## config.mk

```make
export PLATFORM = sky130hd
export DESIGN_NAME = mmcs_fifo
export DESIGN_NICKNAME = d
export VERILOG_FILES = /design/src/design/mmcs_pkg.sv /design/src/design/mmcs_fifo.sv
export SDC_FILE = /design/constraint.sdc
export NUM_CORES = 1
export LEC_CHECK = 0
export BUFFER_PORTS_ARGS = -buffer_cell sky130_fd_sc_hd__buf_4
export CAP_MARGIN = 10
export CORE_UTILIZATION = 47
export DETAILED_ROUTE_END_ITERATION = 12
export HOLD_SLACK_MARGIN = 0.08
export PLACE_DENSITY_LB_ADDON = 0.15
export SLEW_MARGIN = 30
export SYNTH_ARGS = -nofsm -noshare
export SYNTH_HDL_FRONTEND = slang
export SYNTH_SLANG_ARGS = --single-unit
```

## constraint.sdc

```tcl
create_clock -name clk -period 11.3 [get_ports clk]
set_input_delay 2.26 -clock clk [delete_from_list [all_inputs] [get_ports clk]]
set_output_delay 2.26 -clock clk [all_outputs]
set_load 0.02 [all_outputs]
```

## src/design/mmcs_pkg.sv

```systemverilog
// shared constants, types and state codes of the mixing model chi-square unit
package mmcs_pkg;

  localparam int MAX_ENDMEMBERS = 8;
  localparam int IDX_W = (MAX_ENDMEMBERS > 1) ? $clog2(MAX_ENDMEMBERS) : 1;
  localparam int DVD_W = 112;
  localparam int CNT_W = 7;

  localparam logic [47:0] CAP48   = 48'hFFFF_FFFF_FFFF;
  localparam logic [47:0] ONE_Q16 = 48'd65536;

  typedef struct packed {
    logic [47:0] weight;
    logic [47:0] num_prod;
    logic [31:0] em_error;
    logic [31:0] obs_ratio;
    logic [31:0] obs_error;
    logic        last_em;
    logic        last_rt;
  } mmcs_entry_t;

  typedef enum logic {
    CAP_TOTAL,
    CAP_ONE
  } mmcs_cap_t;

  typedef struct packed {
    logic      start;
    mmcs_cap_t cap;
  } mmcs_div_ctl_t;

  typedef enum logic [4:0] {
    ST_IDLE,
    ST_ZCHK,
    ST_MDIV,
    ST_SERR,
    ST_VINIT,
    ST_PSTART,
    ST_PDIV,
    ST_PEMUL,
    ST_PESQ,
    ST_PACC,
    ST_VCHK,
    ST_SQ_LL,
    ST_SQ_LH,
    ST_SQ_HH,
    ST_SQ_ADD,
    ST_TSTART,
    ST_TDIV,
    ST_ACC,
    ST_EMIT
  } mmcs_state_t;

endpackage

```

## src/design/mmcs_fifo.sv

```systemverilog
// two-entry queue between front and back end
module mmcs_fifo (
  input  logic                  clk,
  input  logic                  rst_n,
  input  logic                  push,
  input  mmcs_pkg::mmcs_entry_t wr_data,
  output logic                  full,
  input  logic                  pop,
  output logic                  not_empty,
  output mmcs_pkg::mmcs_entry_t rd_data
);

  mmcs_pkg::mmcs_entry_t mem_r [2];
  logic       wp_r, rp_r;
  logic [1:0] cnt_r;

  always_ff @(posedge clk) begin
    if (!rst_n) begin
      wp_r  <= 1'b0;
      rp_r  <= 1'b0;
      cnt_r <= 2'd0;
    end else begin
      if (push) wp_r <= !wp_r;
      if (pop) rp_r <= !rp_r;
      cnt_r <= cnt_r + {1'b0, push} - {1'b0, pop};
    end
  end

  always_ff @(posedge clk) begin
    if (push) mem_r[wp_r] <= wr_data;
  end

  assign full      = (cnt_r == 2'd2);
  assign not_empty = (cnt_r != 2'd0);
  assign rd_data   = mem_r[rp_r];

endmodule

```

==> reports/qor.yml <==
status: "finished, final reports clean"
vias_per_cell: 4.872
hold_start: "rp_r$_SDFFE_PN0P_"
final_cells: 1476
ant_nets: 0
arrival_ps: 2650
dpl-instance-area_um2: 18190
nFillCells: 2218
cts_made_buffers: 41
hold_violations: 0
chipHeight_um: 180.0
routed_wl_mm: 29.16
cts_hold_buf: 0
cts_tree: "done"
fp-row-count: 64
pin_count: 394
stdcell_area_um2: 19460
synth_cell_types: 15
nNetsFinal: 1248
finalClockSkew_ps: 27.13
max-vdd-ir-drop_uv: 120.6
path_max_fanout: 102
layout-drive-gt1-share_pct: 60.61
layout_common_cells: "buf_4 (397), edfxtp_1 (388), mux2_4 (160), clkbuf_16 (43), mux2_2 (34)"
final_common_cell: "buf_4"
setup-tns-final_ps: 0
dr.pass1.iters: 4
antenna_found_initial: 0
track_usage_pct: 17.85
slew_headroom_pct: 35.51
avgSynthCellArea_um2: 23.83
crit_path_start_kind: "register"
end_kind: "output port"
hpwl_mm: 19.20
root_buffer: "clkbuf_16"
yosysSeqAreaShare_pct: 78.88
clkSinkCount: 393
critPathKind: "reg2out"
regArea_um2: 11760
place.gp.congestion: 0.7366
dieArea_um2: 32410
cts_setup_buffers: 0
synth_area_um2: 14900
yosysWarningCount: 0
worstMarginPinSlew_ps: 967.4
ys_ff_latch: 393
cts-htree-levels: 2
area_delta_synth_final_pct: 30.61
path_cells: "buf_12, mux2_2, buf_4"
dp_cells: 1399
cts_max_path_buffers: 3
drc: 0
final_util_pct: 62.95
initialDrtViolationCount: 401
p_leak_nw: 7.634
crit_required_ps: 9040
cts_resized: 0
finalSetupViolCount: 0
drv_cap: 0
fmax_mhz: 203.7
timing.final.crit_share_pct: 43.44
fp.coreArea_um2: 30910
fin_crit_ps: 4908
port_buffers: 393
crit_path_top_delay_cell: "dfxtp_4"
grt_pass1_vias: 7586
synth_nets: 825
grt_pass1_wl_mm: 43.91
multi_input_area_um2: 2915
power_density_nw_per_um2: 175.4
finalMaxSlewViolations: 0
min_path_type: "reg2reg"
r2r_slack_ps: 8730
rsz0062_at_grt: "no"
routedWlPerCell_um: 19.76
insertion_delay_ps: 530
initial_core_util_pct: 48.19
die_x_um: 180.0
clkTransAtPathRegs_ps: 60
critical-path-max-stage-delay_ps: 770
vias: 7191
postSynthCellCount: 625
r2r-start: "wp_r$_SDFFE_PN0P_"
grt_overflow: 0
grt_max_degree: 103
report_power, final:
part | internal (mW) | switching, mW | leakage [nW]
registers | 1.69 | 0.0239 | 3.68
clock network | 0.696 | 0.515 | 0.600
logic | 0.251 | 0.239 | 3.35
total | 2.63 | 0.778 | 7.63
registers in the layout, summed over array words and instances (netlist names), named ones only:
register  count
mem_r       388
cnt_r         2
rp_r          1
wp_r          1
Yosys cell counts:
cell type  instances  area, um2
mux2_2            34      382.9
buf_8              1      15.01
xor2_1             1      8.760
ha_1               2      25.02
xnor3_1            1      22.52
buf_2              3      15.01
inv_1              2      7.510
dfxtp_1            5      100.1
nor2b_1            4      25.02
edfxtp_1         388      11650
and2_1             4      25.02
mux2_4           160       2402
o21a_1             1      7.510
buf_6             18      202.7
or2_2              1      6.260
critical path: cells and delay by family, from the launching register on:
kind	cells	cell delay [ps]
buf+inv	2	650
flops	1	770
mux	1	420
logic make-up (layout without fill, tap and decap cells):
group | after synthesis | in the layout | share of synthesized area, %
multiplexers | 194 | 194 | 18.70
adder cells (fa/ha/maj) | 2 | 2 | 0.1680
AND/OR/NAND/NOR | 9 | 9 | 0.3779
XOR/XNOR | 2 | 2 | 0.2100
buffers and inverters | 24 | 478 | 1.613
flip-flops | 393 | 393 | 78.88
other | 0 | 1 | 0
AO/OA/AOI/OAI | 1 | 1 | 0.05041
stage by stage:
step                      setup WS [ps]  total power, mW  hold WS (ps)
after floorplan                    3530            2.041         554.6
final                              6392            3.412         573.8
after global routing               6256            3.530         594.0
after global placement             6465            2.228         567.7
after detailed placement           6456            2.236         567.9
after CTS                          6156            3.452         581.6
cell type report:
cell class | count | share of cell area (%)
Antenna cell | 1 | 0.01286
Clock buffer | 56 | 5.781
Clock inverter | 18 | 0.4373
Inverter | 2 | 0.03859
Multi-Input combinational cell | 208 | 14.98
Sequential cell | 393 | 60.42
Tap cell | 396 | 2.547
Timing Repair Buffer | 402 | 15.78
path summary, 6_finish.rpt:
check / endpoint / cells past startpoint
setup / recovery: rd_data[0] / 3
hold / removal: register / 2
setup reg to reg: mem_r[0][72]$_DFFE_PP_ / 3
hold reg to reg: register / 2
metal layers:
layer | vias to the layer above | global-route usage [%] | share of wire [%]
li1 | 3340 | - | -
met2 | 292 | 30.37 | 50
met1 | 3503 | 20.45 | 37
met4 | 0 | 6.291 | 3.1
met3 | 56 | 7.114 | 10
met5 | - | 0 | 0
(Power assumes the default switching activity.)
