[src/design/mmcs_pkg.sv]
// shared constants, types and state codes of the mixing model chi-square unit
package mmcs_pkg;

  localparam int MAX_ENDMEMBERS = 8;
  localparam int IDX_W = (MAX_ENDMEMBERS > 1) ? $clog2(MAX_ENDMEMBERS) : 1;
  localparam int DVD_W = 112;
  localparam int CNT_W = 7;

  localparam logic [47:0] CAP48   = 48'hFFFF_FFFF_FFFF;
  localparam logic [47:0] ONE_Q16 = 48'd65536;

  typedef struct packed {
    logic [47:0] weight;
    logic [47:0] num_prod;
    logic [31:0] em_error;
    logic [31:0] obs_ratio;
    logic [31:0] obs_error;
    logic        last_em;
    logic        last_rt;
  } mmcs_entry_t;

  typedef enum logic {
    CAP_TOTAL,
    CAP_ONE
  } mmcs_cap_t;

  typedef struct packed {
    logic      start;
    mmcs_cap_t cap;
  } mmcs_div_ctl_t;

  typedef enum logic [4:0] {
    ST_IDLE,
    ST_ZCHK,
    ST_MDIV,
    ST_SERR,
    ST_VINIT,
    ST_PSTART,
    ST_PDIV,
    ST_PEMUL,
    ST_PESQ,
    ST_PACC,
    ST_VCHK,
    ST_SQ_LL,
    ST_SQ_LH,
    ST_SQ_HH,
    ST_SQ_ADD,
    ST_TSTART,
    ST_TDIV,
    ST_ACC,
    ST_EMIT
  } mmcs_state_t;

endpackage

[src/design/mmcs_front.sv]
// front end: takes input beats, clamps the fraction and forms both products
module mmcs_front (
  input  logic                  in_valid,
  output logic                  in_ready,
  input  logic [16:0]           in_endmember_fraction,
  input  logic [31:0]           in_numerator_conc,
  input  logic [31:0]           in_denominator_conc,
  input  logic [31:0]           in_endmember_error,
  input  logic [31:0]           in_observed_ratio,
  input  logic [31:0]           in_observed_error,
  input  logic                  in_last_endmember,
  input  logic                  in_last_ratio,
  input  logic                  fifo_full,
  output logic                  push,
  output mmcs_pkg::mmcs_entry_t entry
);

  logic [16:0] frac;
  logic [48:0] wprod;
  logic [48:0] nprod;

  always_comb begin
    frac  = (in_endmember_fraction > 17'd65536) ? 17'd65536 : in_endmember_fraction;
    wprod = 49'(frac) * 49'(in_denominator_conc);
    nprod = 49'(frac) * 49'(in_numerator_conc);
    entry.weight    = wprod[47:0];
    entry.num_prod  = nprod[47:0];
    entry.em_error  = in_endmember_error;
    entry.obs_ratio = in_observed_ratio;
    entry.obs_error = in_observed_error;
    entry.last_em   = in_last_endmember;
    entry.last_rt   = in_last_ratio;
  end

  assign in_ready = !fifo_full;
  assign push     = in_valid && !fifo_full;

endmodule

[config.mk]
export PLATFORM = sky130hd
export DESIGN_NAME = mmcs_front
export DESIGN_NICKNAME = d
export VERILOG_FILES = /design/src/design/mmcs_pkg.sv /design/src/design/mmcs_front.sv
export SDC_FILE = /design/constraint.sdc
export NUM_CORES = 2
export LEC_CHECK = 0
export BUFFER_PORTS_ARGS = -buffer_cell sky130_fd_sc_hd__buf_4
export CORE_ASPECT_RATIO = 2
export CORE_MARGIN = 2
export CORE_UTILIZATION = 25
export DETAILED_ROUTE_END_ITERATION = 8
export PLACE_DENSITY = 0.48
export SLEW_MARGIN = 10
export SYNTH_ARGS = -nofsm -noshare
export SYNTH_HDL_FRONTEND = slang
export SYNTH_SLANG_ARGS = --single-unit
[constraint.sdc]
create_clock -name vclk -period 7.1
set_input_delay 0.355 -clock vclk [all_inputs]
set_output_delay 0.355 -clock vclk [all_outputs]
set_load 0.01 [all_outputs]
==> summary.txt <==
Layout
  • Fin nets: 5962
  • Sequential cell area: 0 um^2
  • CLK BUF: 0
  • Layout cells sized above 1: 0.257
  • Layout area overhead: 29.7%
  • Post-route cell area: 0.0459 mm^2
  • Seq_cells: 0

Floorplan
  • Initial Util: 0.251
  • Die height: 536 um
  • Row count: 195
  • Core area: 0.141 mm^2
  • Die area: 0.145 mm^2
  • Die span in x: 270 um
  • # IOs: 377

Setup path
  • CP Buf/Inv Count: 14
  • Crit start category: input port
  • Worst-path fanout max: 4
  • Largest stage delay, worst path: 0.54 ns
  • CP Data Required Time: 6.74 ns
  • Crit path top cell by count: buf_6
  • CP delay by family, top: adder cells
  • Arr. time, crit path: 7.56 ns
  • CP max-delay cell: fa_1
  • Crit Path Class: input port to output port
  • CP endpoint kind: output port

Logic synthesis
  • Syn Inst Count: 4163
  • Cell taking the most area after synthesis: fa_1
  • Most frequent cell after synthesis: inv_1
  • Post-synth net total: 5478
  • Synth top area cells: fa_1 (51%), inv_1 (11%), ha_1 (8.4%)
  • Yosys warns: 0
  • Synth cell count leaders: inv_1 (1037), fa_1 (896), nand2_1 (679)
  • Post-synth top area share: 0.507
  • Distinct cells, synth: 63
  • Register area share after synthesis: 0
  • Syn_area_per_cell: 8.50 um^2
  • Mapped cell area: 0.0354 mm^2

STA
  • Final setup violation count: 59
  • Final Cycle Share: 1.11
  • Slew Viols, Final: 0
  • Fmax achieved: 126 MHz
  • Hold Vio Cnt, Final: 0
  • Final WS setup: -0.813 ns
  • Worst rel slew slack: 0.672
  • Unrepaired setup endpoints after global routing: yes
  • Setup TNS: -29.83 ns
  • Fin crit period: 7.91 ns
  • Worst slew pin tran: 0.487 ns
  • Worst hold slack: 0.710 ns

Global routing
  • GRT overflow: 0
  • Total global-route track usage: 0.161
  • Initial antenna violation count: 5
  • Vias in the first global route: 32800
  • Largest net degree at the start of global routing: 36
  • First-pass GRT wire length: 181000 um

Route
  • Routed Antenna Nets: 0
  • Vias per inst: 4.40
  • Routed WL: 116000 um
  • Via count: 28700
  • WL/cell: 17.8 um
  • Drt first pass iters: 5
  • Iter 0 DRT Violations: 1103
  • DRC violations left: 0

Placed design
  • DP Area: 0.0419 mm^2
  • DP HPWL: 98200 um
  • IO Port Bufs: 181
  • Gp weighted congestion: 0.847

Hold path
  • Hold Path Class: input port to output port
  • Hold Path Origin: in_observed_error[24]
  • Hold Path Sink: entry[26]
  • Depth of the worst hold-timing path: 0

Outcome
  • Failing checks: setup timing
  • Status: complete, but fails checks

Job
  • Max cap viols: 0
-- layout make-up --
| class | instances | area, um^2 |
|---|---|---|
| fillers | 14900 | 94900 |
| multi-input cells | 2801 | 32300 |
| repair buffers | 807 | 7330 |
| inverters | 1037 | 3890 |
| well taps | 1871 | 2340 |
| diodes | 3 | 7.51 |
-- per-layer routing --
layer / part of all wire / vias to the layer above / global-route usage / routed length [um]
met1: 0.35 / 15100 / 0.169 / 40700
met2: 0.59 / 508 / 0.335 / 68100
met5: 0.00031 / - / 0 / 36
met4: 0.037 / 6 / 0.0488 / 4270
li1: - / 12800 / - / -
met3: 0.025 / 217 / 0.00698 / 2900
-- stage by stage --
stage,worst slack [ns],util,cells
2_1_floorplan,-0.00479,-,4163
3_3_place_gp,-1.52,0.298,6400
3_5_place_dp,-1.46,0.298,6400
4_1_cts,-0.938,0.316,6468
5_1_grt,-1.16,0.326,6516
6_report,-0.813,0.326,6519
-- kinds of logic after synthesis --
logic type / count (synthesis) / synth area share
buffers and inverters: 1362 / 0.155
and+or+nand+nor: 1304 / 0.180
muxes: 1 / 0.000283
AOI/OAI and AO/OA: 271 / 0.0514
adders and majority gates: 1134 / 0.591
xor gates and xnor gates: 91 / 0.0225
-- timing repair --
item	CTS	global route
gates cloned	7	4
setup buffers	70	62
pin swaps	241	170
endpoints found under the setup margin	69	69
gates resized for setup	389	231
hold buffers	0	0
-- layout by cell type, fill, tap and decap left out, types with 15 or more instances in the layout --
cell type / n
a21o_1: 64
inv_2: 43
a21oi_4: 15
nor2_1: 26
nor2b_4: 16
fa_2: 47
nor2b_1: 16
ha_4: 32
xnor2_1: 28
buf_4: 636
xnor2_2: 19
buf_6: 98
buf_8: 18
ha_1: 200
buf_12: 45
inv_1: 994
fa_1: 849
o21ai_1: 15
a21oi_1: 34
a21oi_2: 32
xor2_1: 18
nand2_4: 15
and2_4: 16
and2_1: 442
nand2_1: 650
nand4_1: 24
-- worst max-delay path by stage --
| stage | start | end | slack, ns | cells past startpoint |
|---|---|---|---|---|
| 5_1_grt | in_endmember_fraction[12] | entry[139] | -1.16 | 31 |
| 6_report | in_endmember_fraction[12] | entry[193] | -0.81 | 35 |
| 4_1_cts | in_endmember_fraction[4] | entry[139] | -0.94 | 34 |
| 2_1_floorplan | in_endmember_fraction[5] | entry[144] | -0.005 | 29 |
| 3_3_place_gp | in_endmember_fraction[12] | entry[145] | -1.52 | 32 |
| 3_5_place_dp | in_endmember_fraction[12] | entry[145] | -1.46 | 32 |
Power is not shown: default switching activity piles up to over one toggle a cycle in this logic, so the estimate is an artifact.
