===== src/design/mmcs_pkg.sv =====
// shared constants, types and state codes of the mixing model chi-square unit
package mmcs_pkg;

  localparam int MAX_ENDMEMBERS = 8;
  localparam int IDX_W = (MAX_ENDMEMBERS > 1) ? $clog2(MAX_ENDMEMBERS) : 1;
  localparam int DVD_W = 112;
  localparam int CNT_W = 7;

  localparam logic [47:0] CAP48   = 48'hFFFF_FFFF_FFFF;
  localparam logic [47:0] ONE_Q16 = 48'd65536;

  typedef struct packed {
    logic [47:0] weight;
    logic [47:0] num_prod;
    logic [31:0] em_error;
    logic [31:0] obs_ratio;
    logic [31:0] obs_error;
    logic        last_em;
    logic        last_rt;
  } mmcs_entry_t;

  typedef enum logic {
    CAP_TOTAL,
    CAP_ONE
  } mmcs_cap_t;

  typedef struct packed {
    logic      start;
    mmcs_cap_t cap;
  } mmcs_div_ctl_t;

  typedef enum logic [4:0] {
    ST_IDLE,
    ST_ZCHK,
    ST_MDIV,
    ST_SERR,
    ST_VINIT,
    ST_PSTART,
    ST_PDIV,
    ST_PEMUL,
    ST_PESQ,
    ST_PACC,
    ST_VCHK,
    ST_SQ_LL,
    ST_SQ_LH,
    ST_SQ_HH,
    ST_SQ_ADD,
    ST_TSTART,
    ST_TDIV,
    ST_ACC,
    ST_EMIT
  } mmcs_state_t;

endpackage


===== src/design/mmcs_div.sv =====
// shared restoring divider, one quotient bit per cycle, saturating result
module mmcs_div (
  input  logic                           clk,
  input  logic                           rst_n,
  input  mmcs_pkg::mmcs_div_ctl_t        ctl,
  input  logic [mmcs_pkg::DVD_W-1:0]     dividend,
  input  logic [63:0]                    divisor,
  output logic                           done,
  output logic [47:0]                    quotient
);

  logic                       busy_r, done_r;
  logic [mmcs_pkg::CNT_W-1:0] cnt_r;
  logic [63:0]                rem_r, den_r;
  logic [mmcs_pkg::DVD_W-1:0] dvd_r;
  logic [48:0]                q_r;
  logic                       ovf_r;
  mmcs_pkg::mmcs_cap_t        cap_r;
  logic [64:0]                sh, dif;
  logic                       ge;
  logic [47:0]                capv;

  always_comb begin
    sh   = {rem_r, dvd_r[mmcs_pkg::DVD_W-1]};
    dif  = sh - {1'b0, den_r};
    ge   = (sh >= {1'b0, den_r});
    capv = (cap_r == mmcs_pkg::CAP_ONE) ? mmcs_pkg::ONE_Q16 : mmcs_pkg::CAP48;
    quotient = (ovf_r || (q_r > {1'b0, capv})) ? capv : q_r[47:0];
  end

  always_ff @(posedge clk) begin
    if (!rst_n) begin
      busy_r <= 1'b0;
      done_r <= 1'b0;
      cnt_r  <= '0;
    end else begin
      done_r <= 1'b0;
      if (ctl.start) begin
        busy_r <= 1'b1;
        cnt_r  <= mmcs_pkg::CNT_W'(mmcs_pkg::DVD_W - 1);
      end else if (busy_r) begin
        if (cnt_r == '0) begin
          busy_r <= 1'b0;
          done_r <= 1'b1;
        end
        cnt_r <= cnt_r - 1'b1;
      end
    end
  end

  always_ff @(posedge clk) begin
    if (ctl.start) begin
      rem_r <= '0;
      den_r <= divisor;
      dvd_r <= dividend;
      q_r   <= '0;
      ovf_r <= 1'b0;
      cap_r <= ctl.cap;
    end else if (busy_r) begin
      rem_r <= ge ? dif[63:0] : sh[63:0];
      dvd_r <= {dvd_r[mmcs_pkg::DVD_W-2:0], 1'b0};
      q_r   <= {q_r[47:0], ge};
      ovf_r <= ovf_r | q_r[48];
    end
  end

  assign done = done_r;

endmodule


===== config.mk =====
export PLATFORM = sky130hd
export DESIGN_NAME = mmcs_div
export DESIGN_NICKNAME = d
export VERILOG_FILES = /design/src/design/mmcs_pkg.sv /design/src/design/mmcs_div.sv
export SDC_FILE = /design/constraint.sdc
export NUM_CORES = 1
export LEC_CHECK = 0
export ABC_AREA = 0
export BUFFER_PORTS_ARGS = -buffer_cell sky130_fd_sc_hd__buf_2
export CAP_MARGIN = 5
export CORE_MARGIN = 1.5
export CORE_UTILIZATION = 40
export CTS_CLUSTER_DIAMETER = 40
export DETAILED_ROUTE_END_ITERATION = 12
export PLACE_DENSITY = 0.59
export SLEW_MARGIN = 20
export SYNTH_ARGS = -nofsm -noshare
export SYNTH_HDL_FRONTEND = slang
export SYNTH_SLANG_ARGS = --single-unit

===== constraint.sdc =====
create_clock -name clk -period 4.3 [get_ports clk]
set_input_delay 0.215 -clock clk [delete_from_list [all_inputs] [get_ports clk]]
set_output_delay 0.215 -clock clk [all_outputs]
set_load 0.02 [all_outputs]

==> impl_results.md <==
- Outcome: finished clean
- Total Routing Usage GR: between 20 and 25%
- CTS clk-pin slew, worst paths: around 50 ps
- Total Power: between 8 and 9 mW
- Maximum VDD drop: a little under 0.0004 V
- Max Cap Viol: 0
- Top-area cell type share of the netlist area: 30.6%
- Most frequent cell after synthesis: nor2_1
- Post-route ant nets: 0
- Min cycle time layout: 4090 ps
- Hold Path End: den_r[63]
- TritonCTS Sinks: 300
- Slowest cell on the critical path: edfxtp_1
- IO Pins: 229
- Slew Limit Fails: 0
- Non-filler cells, final: 2718
- Dpl ws: around 670 ps
- Top Family by Delay on Critical Path: compound AO/OA/AOI/OAI gates
- CORE AREA: 0.0430 mm^2
- Worst setup margin: 212 ps
- Post-synthesis to final-layout area growth: 30.4%
- Met1 Usage GRT: 26.9%
- Least-Margin Pin Slew: 955 ps
- Levels on crit path: 14
- Largest net degree at the start of global routing: about 150
- Hold depth: 2
- RSZ-0062 raised after global routing: no
- FP Rows: 76
- Worst r2r src: den_r[0]
- Met2 track demand over resource: 32.9%
- Mapped Avg Cell Area: between 10 and 15 um^2
- Vias/cell: around 5.2
- R2r endpoint: rem_r[62]
- Top cells by area, synth: edfxtp_1 (31%), dfxtp_1 (14%), mux2_2 (10%), ha_1 (8.1%), nor2_1 (4.2%)
- Global route hottest layer: met2
- LEAKAGE: 9.88 nW
- TritonCTS clock tree: yes
- Slew margin rel.: a little over a third
- Syn Std Cell Area: between 0.015 and 0.02 mm^2
- Required time worst endpoint: 4090 ps
- Detailed placement HPWL: slightly above 30000 um
- Worst r2r path cells: 14
- Max stage delay on crit path: between 500 and 600 ps
- Die X-Extent: 212 um
- Initial antenna violation count: 6
- Port Buffers: 228
- DR WL/cell: between 15 and 20 um
- Die area: roughly 0.045 mm^2
- Ys async rst share: 0%
- Post-synth EDFFs: 177
- Arrival @ worst endpoint: 3870 ps
- CP bufs+invs: 3
- HP Class: input pin to register
- Yosys warns: 0
- #FFs+latches synth: 300
- Via count: 14072
- GRT overflow: 0
- Final Cycle Share: between 90% and 100%
- WL final: 45300 um
- Routability congestion estimate: 0.903
- Fin Clk Skew: 32.9 ps
- Final core occ: 52.8%
- Final setup viols: 0
- First-pass GRT wire length: 72800 um
- Final number of hold-violating endpoints: 0
- Initial Utilization: 40.5%
- Crit-path cells: buf_6 > ha_1 > a21o_1 > a21o_1 > a21o_1 > a21o_1 > a21oi_1 > o21ai_0 > a221o_1 > o21a_1 > o21ai_4 > buf_12 > mux2_2 > buf_2
- Crit-path most repeated cell: a21o_1
- Longest Clk Path Bufs: 3
- Num CTS Buffers: 52
- Post-synthesis sequential area ratio: 44.7%
- Sum of negative setup slack: 0 ps
- Cell Pwr Density: 391 mW/mm^2
- Commonest cells in the netlist: nor2_1 (195), edfxtp_1 (177), mux2_2 (159), dfxtp_1 (123), a21oi_1 (122)
- Top_reg_cell synth: edfxtp_1
- Setup CP Type: register to output pin
- Cell variety after synth: 74
- Root Buffer: clkbuf_16
- Met3 Track Usage GR: 4.18%
- Clk_lat worst skew: 600 ps
- Fmax: 245 MHz
- Placed insts: 2434
- CTS H-tree depth: 2
- Drt pass-1 iters: 5
- Flop2flop setup slack: 620 ps
- Setup crit end kind: output pin
- Mapped Nets: 1985
- Die Y: 212 um
- DRT iter0 DRCs: 718
- Gate count of the mapped netlist: about 1700
- Vias in the first global route: 14020
- Hold Crit Start: divisor[63]
- Nets: 2377
- DR DRC count: 0
- Synth area leader: edfxtp_1
- CP max FO: 29
- Share of cells above drive strength 1: 24.3%
- Crit path launch type: register
[through the flow]
| stage | area (um^2) | hold WS, ps |
|---|---|---|
| final | 22700 | 331 |
| after global routing | 22700 | 303 |
| after CTS | 22600 | 291 |
| after detailed placement | 19100 | 393 |
| after global placement | 19100 | 392 |
| after floorplan | 17400 | 314 |
[routing by layer]
layer / up-vias / wire length, um
li1: 7027 / -
met1: 6673 / 20700
met2: 313 / 21400
met3: 59 / 2380
met4: 0 / 837
met5: - / 0
[cell usage in the layout (no fill, tap or decap), drive strengths merged, types with 6 or more instances in the layout]
cell type / count
buf: 252
nor2: 195
dlygate4sd3: 179
edfxtp: 177
mux2: 159
dfxtp: 123
a21oi: 122
ha: 113
inv: 103
nand2: 78
mux2i: 72
o21ai: 66
clkbuf: 59
a211oi: 53
a21o: 43
nand4: 32
xor2: 32
xnor2: 29
nor3: 27
o21a: 18
clkinv: 17
nand3: 15
nor2b: 14
o21bai: 14
clkinvlp: 10
a31oi: 8
or3: 7
and3: 7
diode: 6
nor4: 6
nand2b: 6
a32oi: 6
[final cells by class]
cell class	count	area, um^2
timing repair buffer	431	3180
inverter	93	352
clock buffer	59	1340
clock inverter	39	383
multi-input combinational	1205	8900
sequential	300	7780
fill	3868	20300
antenna	6	15.0
tap	585	732
[state kept, by name, summed over array words and instances (netlist names)]
signal / cells
done: 1
q_r: 49
cap_r: 1
dvd_r: 112
ovf_r: 1
rem_r: 64
cnt_r: 7
busy_r: 1
den_r: 64
[logic make-up (layout without fill, tap and decap cells)]
group / after synthesis / in the layout / synth area share, %
other: 0 / 6 / 0
AOI/OAI and AO/OA: 384 / 384 / 14.3
adders and majority gates: 114 / 114 / 8.24
buffers and inverters: 186 / 622 / 4.20
muxes: 231 / 231 / 14.4
xor gates and xnor gates: 61 / 61 / 3.07
DFF: 300 / 300 / 44.7
and+or+nand+nor: 415 / 415 / 11.0
[repair_timing]
item / in CTS / in global routing
hold endpoints to repair: 206 / 0
hold buffers: 179 / 0
setup endpoints to repair: 0 / 46
setup buffers: 0 / 1
resized for setup: 0 / 7
[where the power goes]
group	switching (mW)	leakage [nW]	internal, mW	total (mW)
logic	0.789	6.30	0.665	1.45
registers	0.0988	2.77	3.30	3.39
clock network	1.59	0.812	2.42	4.01
[worst max path at each step]
stage	start	to	slack [ps]
3_3_place_gp	den_r[8]	rem_r[20]	640
4_1_cts	cap_r	quotient[28]	40
5_1_grt	cap_r	quotient[26]	1
2_1_floorplan	cap_r	quotient[0]	190
6_report	cap_r	quotient[28]	210
3_5_place_dp	den_r[8]	rem_r[20]	670
No activity file was read; power rests on OpenSTA's default activity.
