==> config.mk <==
export PLATFORM = sky130hd
export DESIGN_NAME = mmcs_back
export DESIGN_NICKNAME = d
export VERILOG_FILES = /design/src/design/mmcs_pkg.sv /design/src/design/mmcs_back.sv
export SDC_FILE = /design/constraint.sdc
export NUM_CORES = 2
export LEC_CHECK = 0
export BUFFER_PORTS_ARGS = -buffer_cell sky130_fd_sc_hd__buf_4
export CAP_MARGIN = 10
export CORE_MARGIN = 3
export CORE_UTILIZATION = 45
export CTS_BUF_LIST = sky130_fd_sc_hd__clkbuf_4 sky130_fd_sc_hd__clkbuf_8
export CTS_CLUSTER_DIAMETER = 100
export DETAILED_ROUTE_END_ITERATION = 8
export PLACE_DENSITY_LB_ADDON = 0.3
export SKIP_CTS_REPAIR_TIMING = 1
export SLEW_MARGIN = 20
export SYNTH_ARGS = -nofsm -noshare
export SYNTH_HDL_FRONTEND = slang
export SYNTH_SLANG_ARGS = --single-unit
==> constraint.sdc <==
create_clock -name clk -period 9.8 [get_ports clk]
set_input_delay 0.49 -clock clk [delete_from_list [all_inputs] [get_ports clk]]
set_output_delay 0.49 -clock clk [all_outputs]
set_load 0.05 [all_outputs]
==> src/design/mmcs_pkg.sv <==
// shared constants, types and state codes of the mixing model chi-square unit
package mmcs_pkg;

  localparam int MAX_ENDMEMBERS = 8;
  localparam int IDX_W = (MAX_ENDMEMBERS > 1) ? $clog2(MAX_ENDMEMBERS) : 1;
  localparam int DVD_W = 112;
  localparam int CNT_W = 7;

  localparam logic [47:0] CAP48   = 48'hFFFF_FFFF_FFFF;
  localparam logic [47:0] ONE_Q16 = 48'd65536;

  typedef struct packed {
    logic [47:0] weight;
    logic [47:0] num_prod;
    logic [31:0] em_error;
    logic [31:0] obs_ratio;
    logic [31:0] obs_error;
    logic        last_em;
    logic        last_rt;
  } mmcs_entry_t;

  typedef enum logic {
    CAP_TOTAL,
    CAP_ONE
  } mmcs_cap_t;

  typedef struct packed {
    logic      start;
    mmcs_cap_t cap;
  } mmcs_div_ctl_t;

  typedef enum logic [4:0] {
    ST_IDLE,
    ST_ZCHK,
    ST_MDIV,
    ST_SERR,
    ST_VINIT,
    ST_PSTART,
    ST_PDIV,
    ST_PEMUL,
    ST_PESQ,
    ST_PACC,
    ST_VCHK,
    ST_SQ_LL,
    ST_SQ_LH,
    ST_SQ_HH,
    ST_SQ_ADD,
    ST_TSTART,
    ST_TDIV,
    ST_ACC,
    ST_EMIT
  } mmcs_state_t;

endpackage

==> src/design/mmcs_back.sv <==
// back end: sums, weight store, variance pass, misfit term and the total
module mmcs_back (
  input  logic                           clk,
  input  logic                           rst_n,
  input  logic                           fifo_valid,
  input  mmcs_pkg::mmcs_entry_t          entry,
  output logic                           pop,
  output mmcs_pkg::mmcs_div_ctl_t        div_ctl,
  output logic [mmcs_pkg::DVD_W-1:0]     div_dividend,
  output logic [63:0]                    div_divisor,
  input  logic                           div_done,
  input  logic [47:0]                    div_quo,
  output logic                           out_valid,
  input  logic                           out_ready,
  output logic [47:0]                    out_chi_square,
  output logic                           out_zero_divide_fault
);

  localparam int IW = mmcs_pkg::IDX_W;
  localparam logic [IW-1:0] IDX_LAST = IW'(mmcs_pkg::MAX_ENDMEMBERS - 1);

  mmcs_pkg::mmcs_state_t state_r, state_nxt;

  logic [47:0] wmem_r [mmcs_pkg::MAX_ENDMEMBERS];
  logic [31:0] emem_r [mmcs_pkg::MAX_ENDMEMBERS];
  logic        mem_we;

  logic [63:0] nsum_r, nsum_nxt, wsum_r, wsum_nxt, var_r, var_nxt, mul_r;
  logic [IW-1:0] idx_r, idx_nxt, n_r, n_nxt, j_r, j_nxt;
  logic [31:0] obs_r, obs_nxt, serr_r, serr_nxt;
  logic [47:0] diff_r, diff_nxt, term_r, term_nxt, total_r, total_nxt;
  logic [16:0] p_r, p_nxt;
  logic [95:0] sq_r, sq_nxt;
  logic        flt_r, flt_nxt, lastrt_r, lastrt_nxt, fault_r, fault_nxt;
  logic        ov_r, ov_nxt, of_r, of_nxt;
  logic [47:0] oc_r, oc_nxt;
  logic [31:0] mul_a, mul_b;
  logic [64:0] nadd, wadd, vadd;
  logic [48:0] tadd;

  always_comb begin
    state_nxt  = state_r;
    nsum_nxt   = nsum_r;
    wsum_nxt   = wsum_r;
    var_nxt    = var_r;
    idx_nxt    = idx_r;
    n_nxt      = n_r;
    j_nxt      = j_r;
    obs_nxt    = obs_r;
    serr_nxt   = serr_r;
    diff_nxt   = diff_r;
    term_nxt   = term_r;
    total_nxt  = total_r;
    p_nxt      = p_r;
    sq_nxt     = sq_r;
    flt_nxt    = flt_r;
    lastrt_nxt = lastrt_r;
    fault_nxt  = fault_r;
    ov_nxt     = ov_r;
    of_nxt     = of_r;
    oc_nxt     = oc_r;
    pop        = 1'b0;
    mem_we     = 1'b0;
    div_ctl.start = 1'b0;
    div_ctl.cap   = mmcs_pkg::CAP_TOTAL;
    div_dividend  = mmcs_pkg::DVD_W'({nsum_r, 16'd0});
    div_divisor   = wsum_r;
    mul_a = serr_r;
    mul_b = serr_r;
    nadd = {1'b0, nsum_r} + 65'(entry.num_prod);
    wadd = {1'b0, wsum_r} + 65'(entry.weight);
    vadd = {1'b0, var_r} + {1'b0, mul_r};
    tadd = {1'b0, total_r} + {1'b0, term_r};

    if (ov_r && out_ready) ov_nxt = 1'b0;

    unique case (state_r)
      mmcs_pkg::ST_IDLE: begin
        if (fifo_valid) begin
          pop      = 1'b1;
          mem_we   = 1'b1;
          nsum_nxt = nadd[64] ? '1 : nadd[63:0];
          wsum_nxt = wadd[64] ? '1 : wadd[63:0];
          if (entry.last_em) begin
            n_nxt      = idx_r;
            obs_nxt    = entry.obs_ratio;
            serr_nxt   = entry.obs_error;
            lastrt_nxt = entry.last_rt;
            flt_nxt    = 1'b0;
            j_nxt      = '0;
            state_nxt  = mmcs_pkg::ST_ZCHK;
          end else if (idx_r != IDX_LAST) begin
            idx_nxt = idx_r + 1'b1;
          end
        end
      end
      mmcs_pkg::ST_ZCHK: begin
        if (wsum_r == '0) begin
          term_nxt  = mmcs_pkg::CAP48;
          flt_nxt   = 1'b1;
          state_nxt = mmcs_pkg::ST_ACC;
        end else begin
          div_ctl.start = 1'b1;
          state_nxt     = mmcs_pkg::ST_MDIV;
        end
      end
      mmcs_pkg::ST_MDIV: begin
        if (div_done) begin
          diff_nxt  = (div_quo >= 48'(obs_r)) ? div_quo - 48'(obs_r) : 48'(obs_r) - div_quo;
          state_nxt = mmcs_pkg::ST_SERR;
        end
      end
      mmcs_pkg::ST_SERR: begin
        state_nxt = mmcs_pkg::ST_VINIT;
      end
      mmcs_pkg::ST_VINIT: begin
        var_nxt   = mul_r;
        state_nxt = mmcs_pkg::ST_PSTART;
      end
      mmcs_pkg::ST_PSTART: begin
        div_ctl.start = 1'b1;
        div_ctl.cap   = mmcs_pkg::CAP_ONE;
        div_dividend  = mmcs_pkg::DVD_W'({wmem_r[j_r], 16'd0});
        state_nxt     = mmcs_pkg::ST_PDIV;
      end
      mmcs_pkg::ST_PDIV: begin
        if (div_done) begin
          p_nxt     = div_quo[16:0];
          state_nxt = mmcs_pkg::ST_PEMUL;
        end
      end
      mmcs_pkg::ST_PEMUL: begin
        mul_a     = 32'(p_r);
        mul_b     = emem_r[j_r];
        state_nxt = mmcs_pkg::ST_PESQ;
      end
      mmcs_pkg::ST_PESQ: begin
        mul_a     = mul_r[47:16];
        mul_b     = mul_r[47:16];
        state_nxt = mmcs_pkg::ST_PACC;
      end
      mmcs_pkg::ST_PACC: begin
        var_nxt = vadd[64] ? '1 : vadd[63:0];
        if (j_r == n_r) begin
          state_nxt = mmcs_pkg::ST_VCHK;
        end else begin
          j_nxt     = j_r + 1'b1;
          state_nxt = mmcs_pkg::ST_PSTART;
        end
      end
      mmcs_pkg::ST_VCHK: begin
        if (var_r == '0) begin
          term_nxt  = mmcs_pkg::CAP48;
          flt_nxt   = 1'b1;
          state_nxt = mmcs_pkg::ST_ACC;
        end else begin
          state_nxt = mmcs_pkg::ST_SQ_LL;
        end
      end
      mmcs_pkg::ST_SQ_LL: begin
        mul_a     = diff_r[31:0];
        mul_b     = diff_r[31:0];
        state_nxt = mmcs_pkg::ST_SQ_LH;
      end
      mmcs_pkg::ST_SQ_LH: begin
        sq_nxt    = 96'(mul_r);
        mul_a     = diff_r[31:0];
        mul_b     = 32'(diff_r[47:32]);
        state_nxt = mmcs_pkg::ST_SQ_HH;
      end
      mmcs_pkg::ST_SQ_HH: begin
        sq_nxt    = sq_r + (96'(mul_r) << 33);
        mul_a     = 32'(diff_r[47:32]);
        mul_b     = 32'(diff_r[47:32]);
        state_nxt = mmcs_pkg::ST_SQ_ADD;
      end
      mmcs_pkg::ST_SQ_ADD: begin
        sq_nxt    = sq_r + {mul_r[31:0], 64'd0};
        state_nxt = mmcs_pkg::ST_TSTART;
      end
      mmcs_pkg::ST_TSTART: begin
        div_ctl.start = 1'b1;
        div_dividend  = {sq_r, 16'd0};
        div_divisor   = var_r;
        state_nxt     = mmcs_pkg::ST_TDIV;
      end
      mmcs_pkg::ST_TDIV: begin
        if (div_done) begin
          term_nxt  = div_quo;
          state_nxt = mmcs_pkg::ST_ACC;
        end
      end
      mmcs_pkg::ST_ACC: begin
        total_nxt = tadd[48] ? mmcs_pkg::CAP48 : tadd[47:0];
        fault_nxt = fault_r | flt_r;
        nsum_nxt  = '0;
        wsum_nxt  = '0;
        idx_nxt   = '0;
        state_nxt = lastrt_r ? mmcs_pkg::ST_EMIT : mmcs_pkg::ST_IDLE;
      end
      mmcs_pkg::ST_EMIT: begin
        if (!ov_r || out_ready) begin
          ov_nxt    = 1'b1;
          oc_nxt    = total_r;
          of_nxt    = fault_r;
          total_nxt = '0;
          fault_nxt = 1'b0;
          state_nxt = mmcs_pkg::ST_IDLE;
        end
      end
      default: state_nxt = mmcs_pkg::ST_IDLE;
    endcase
  end

  always_ff @(posedge clk) begin
    if (!rst_n) begin
      state_r <= mmcs_pkg::ST_IDLE;
      nsum_r  <= '0;
      wsum_r  <= '0;
      idx_r   <= '0;
      total_r <= '0;
      fault_r <= 1'b0;
      ov_r    <= 1'b0;
    end else begin
      state_r <= state_nxt;
      nsum_r  <= nsum_nxt;
      wsum_r  <= wsum_nxt;
      idx_r   <= idx_nxt;
      total_r <= total_nxt;
      fault_r <= fault_nxt;
      ov_r    <= ov_nxt;
    end
  end

  always_ff @(posedge clk) begin
    var_r    <= var_nxt;
    n_r      <= n_nxt;
    j_r      <= j_nxt;
    obs_r    <= obs_nxt;
    serr_r   <= serr_nxt;
    diff_r   <= diff_nxt;
    term_r   <= term_nxt;
    p_r      <= p_nxt;
    sq_r     <= sq_nxt;
    flt_r    <= flt_nxt;
    lastrt_r <= lastrt_nxt;
    of_r     <= of_nxt;
    oc_r     <= oc_nxt;
    mul_r    <= 64'(mul_a) * 64'(mul_b);
    if (mem_we) begin
      wmem_r[idx_r] <= entry.weight;
      emem_r[idx_r] <= entry.em_error;
    end
  end

  assign out_valid             = ov_r;
  assign out_chi_square        = oc_r;
  assign out_zero_divide_fault = of_r;

endmodule

==> impl_results.md <==
* Total CTS buffers at 221
* Design area at 121000 um2
* CP endpoint kind: flip-flop
* Primary FF master, synth: edfxtp_1
* Post-synth ARST share at 0%
* HPWL after DPL at 322000 um
* HP Start: entry[142]
* Worst Setup Path Type: flip-flop to flip-flop
* Unrepaired setup endpoints after global routing: yes
* Final hold violation count at 0
* Die ar. at 236000 um2
* Clk_skew at 0.151 ns
* Largest net degree at the start of global routing at 116
* DR DRC count at 0
* Setup crit start kind: flip-flop
* Vias in the first global route at 83.4k
* Core Region at 228000 um2
* Avg WL per Cell at 29.1 um
* Fill cell count at 20.4k
* R2r worst-path depth at 35
* Total GRT Usage at 34.2%
* #FFs+latches synth at 1287
* Die Wd at 486 um
* Insertion delay to the later sink of the worst-skew pair at 1.05 ns
* Worst slew pin tran at 1.16 ns
* Compound-cell area share of the yosys netlist at 13.8%
* Initial DRT Pass Iterations at 7
* Largest family of logic cells by synthesized area: adder cells
* Final core occ at 52.9%
* Worst min path class: primary input to flip-flop
* Final Wtd Congestion at 1.04
* Post-Synth XOR/XNOR Area at 3.36%
* RR Startpoint: state_r[1]
* CP Data Arrival Time at 10.36 ns
* Critical R2R Capture: mul_r[61]
* Sinks on Clock Net at 1287
* Hold Path Stages at 4
* Die height at 486 um
* Layout area overhead at 16.5%
* R2r setup slk at 0.31 ns
* Most frequent cells in the layout: inv_1, edfxtp_1, nand2_1
* Critical path's slowest cell: fa_1
* Maximum clock path buffer count at 3
* Grt ovf at 0
* Post-synth cell types at 110
* Seq/Total Area, Yosys at 34.9%
* Synth warn at 0
* Critical path's largest stage delay at 0.67 ns
* Cell repeated most along the worst path: fa_1
* Met3 Use GR at 8.42%
* Max Cap Violations at 0
* Cells after Synth at 10.0k
* Routing usage on met1 at 46.1%
* Vias per cell at 6.00
* Starting density of the core at 45.4%
* CTS clk-pin slew, worst paths at 0.06 ns
* Critical Path RT at 10.67 ns
* Via count at 84.5k
* CP Max Fanout at 24
* Drt total wl at 410000 um
* Number of flops mapped to enable cells by yosys at 1034
* Htree depth at 4
* Synth top area share at 30.0%
* # rows at 175
* Syn Area/Cell at 10.3 um2
* Simple-gate area share of the yosys netlist at 11.4%
* WHS Endpoint: nsum_r[44]
* DRT iter0 DRCs at 9071
* Net count, final at 12.6k
* CTS tree: yes
* Fmax at 0.105 GHz
* Post-Syn Area at 103000 um2
* Slew HR at 20.4%
* Share of layout cells above drive strength 1 at 16.5%
* Post-synth top area cell: edfxtp_1
* Most common cell after layout, fill and taps aside: inv_1
* First-pass GRT wire length at 586000 um
* # setup viols final at 0
* Area contributors post-synth: edfxtp_1, fa_1, ha_1
* Routing usage on met2 at 50.4%
* Port bufs at 459
* Status: completed
* Routed Antenna Nets at 0
* Final period utilization at 96.8%
* I/O Pins at 476
* Clk root buf: clkbuf_8
* Initial antenna violation count at 39
* Max-slew violation count at 0
* Placed Area at 113000 um2
* Post-synthesis mux area share at 5.10%
* Tmin final at 9.49 ns
* Post-Synth Adder-Cell Area at 25.1%
* Busiest grt layer: met2
[worst max-delay path by stage]
stage / from / endpoint / slack (ns) / cells after the start
6_report: state_r[1] / mul_r[61] / 0.31 / 35
4_1_cts: flip-flop / mul_r[61] / -0.18 / 33
2_1_floorplan: state_r[4] / mul_r[61] / 0.42 / 35
3_5_place_dp: state_r[0] / mul_r[61] / -0.09 / 35
3_3_place_gp: state_r[0] / mul_r[61] / -0.01 / 35
5_1_grt: state_r[1] / mul_r[61] / -0.07 / 35
[layer usage]
metal	share of wire, %	wire length [um]	up-vias
met3	10	43000	886
li1	-	-	36701
met4	6.6	27000	14
met5	0.021	88	-
met1	40	164000	42291
met2	43	176000	4649
[cells in the mapped netlist, types with 29 or more instances]
cell type	number
nor3_1	134
nand4_1	113
and3_1	89
a211oi_2	32
a22oi_1	69
mux2_2	78
a21o_1	301
ha_1	631
o21ai_0	367
a31oi_1	80
xnor2_1	229
a211oi_1	81
mux2i_1	79
edfxtp_1	1034
or2_2	36
nor2_1	794
o211ai_1	47
nor2b_1	55
nand2_1	933
inv_1	1139
fa_1	904
mux4_2	160
buf_2	52
nand3_1	145
o21bai_1	75
o22ai_1	30
xor2_1	168
and2_1	65
a21oi_1	681
nand2b_1	105
dfxtp_1	253
nor4_1	54
clkbuf_1	456
o21ai_1	29
o21a_1	55
[stage by stage]
step	cells	TNS, ns	hold WS, ns	setup slack (ns)
after CTS	13856	-0.414	-0.424	-0.183
after floorplan	10036	0	0.409	0.422
final	14098	0	0.0893	0.309
after detailed placement	13438	-0.154	0.422	-0.0950
after global placement	13438	-0.0136	0.419	-0.0136
after global routing	14080	-0.0787	0.0558	-0.0673
[state kept, by name, indices dropped and copies added (netlist names), 5 cells and up, named ones only]
register,cells
serr_r,32
var_r,64
p_r,17
wsum_r,64
term_r,48
diff_r,48
obs_r,32
sq_r,96
mul_r,64
out_chi_square,48
emem_r,256
state_r,5
wmem_r,384
nsum_r,64
total_r,48
[worst max-delay path, delay by kind of cell (launching register included)]
kind            cells  cell delay [ns]
compound gates      9             2.08
xor+xnor            1             0.16
fa+ha+maj           9             4.59
buf+inv            10             1.35
flops               1             0.37
simple gates        6             0.87
[cell type report]
cell class | count | area, um2 | area share (%)
Multi-Input combinational cell | 7047 | 61400 | 50.9
Sequential cell | 1287 | 36100 | 30.0
Timing Repair Buffer | 1167 | 9920 | 8.23
Inverter | 1142 | 4300 | 3.56
Clock buffer | 331 | 4030 | 3.34
Tap cell | 3009 | 3760 | 3.12
Clock inverter | 87 | 1020 | 0.848
Antenna cell | 28 | 70.1 | 0.0581
[cells by family after synthesis]
logic type / count (synthesis)
simple gates: 2606
compound gates: 2176
buf+inv: 1702
fa+ha+maj: 1535
flops: 1287
xor+xnor: 397
mux: 317
other cells: 1
Power is left out: the tool's default activity adds up to more than one toggle a clock period on the data nets, which glitch-free logic cannot reach.
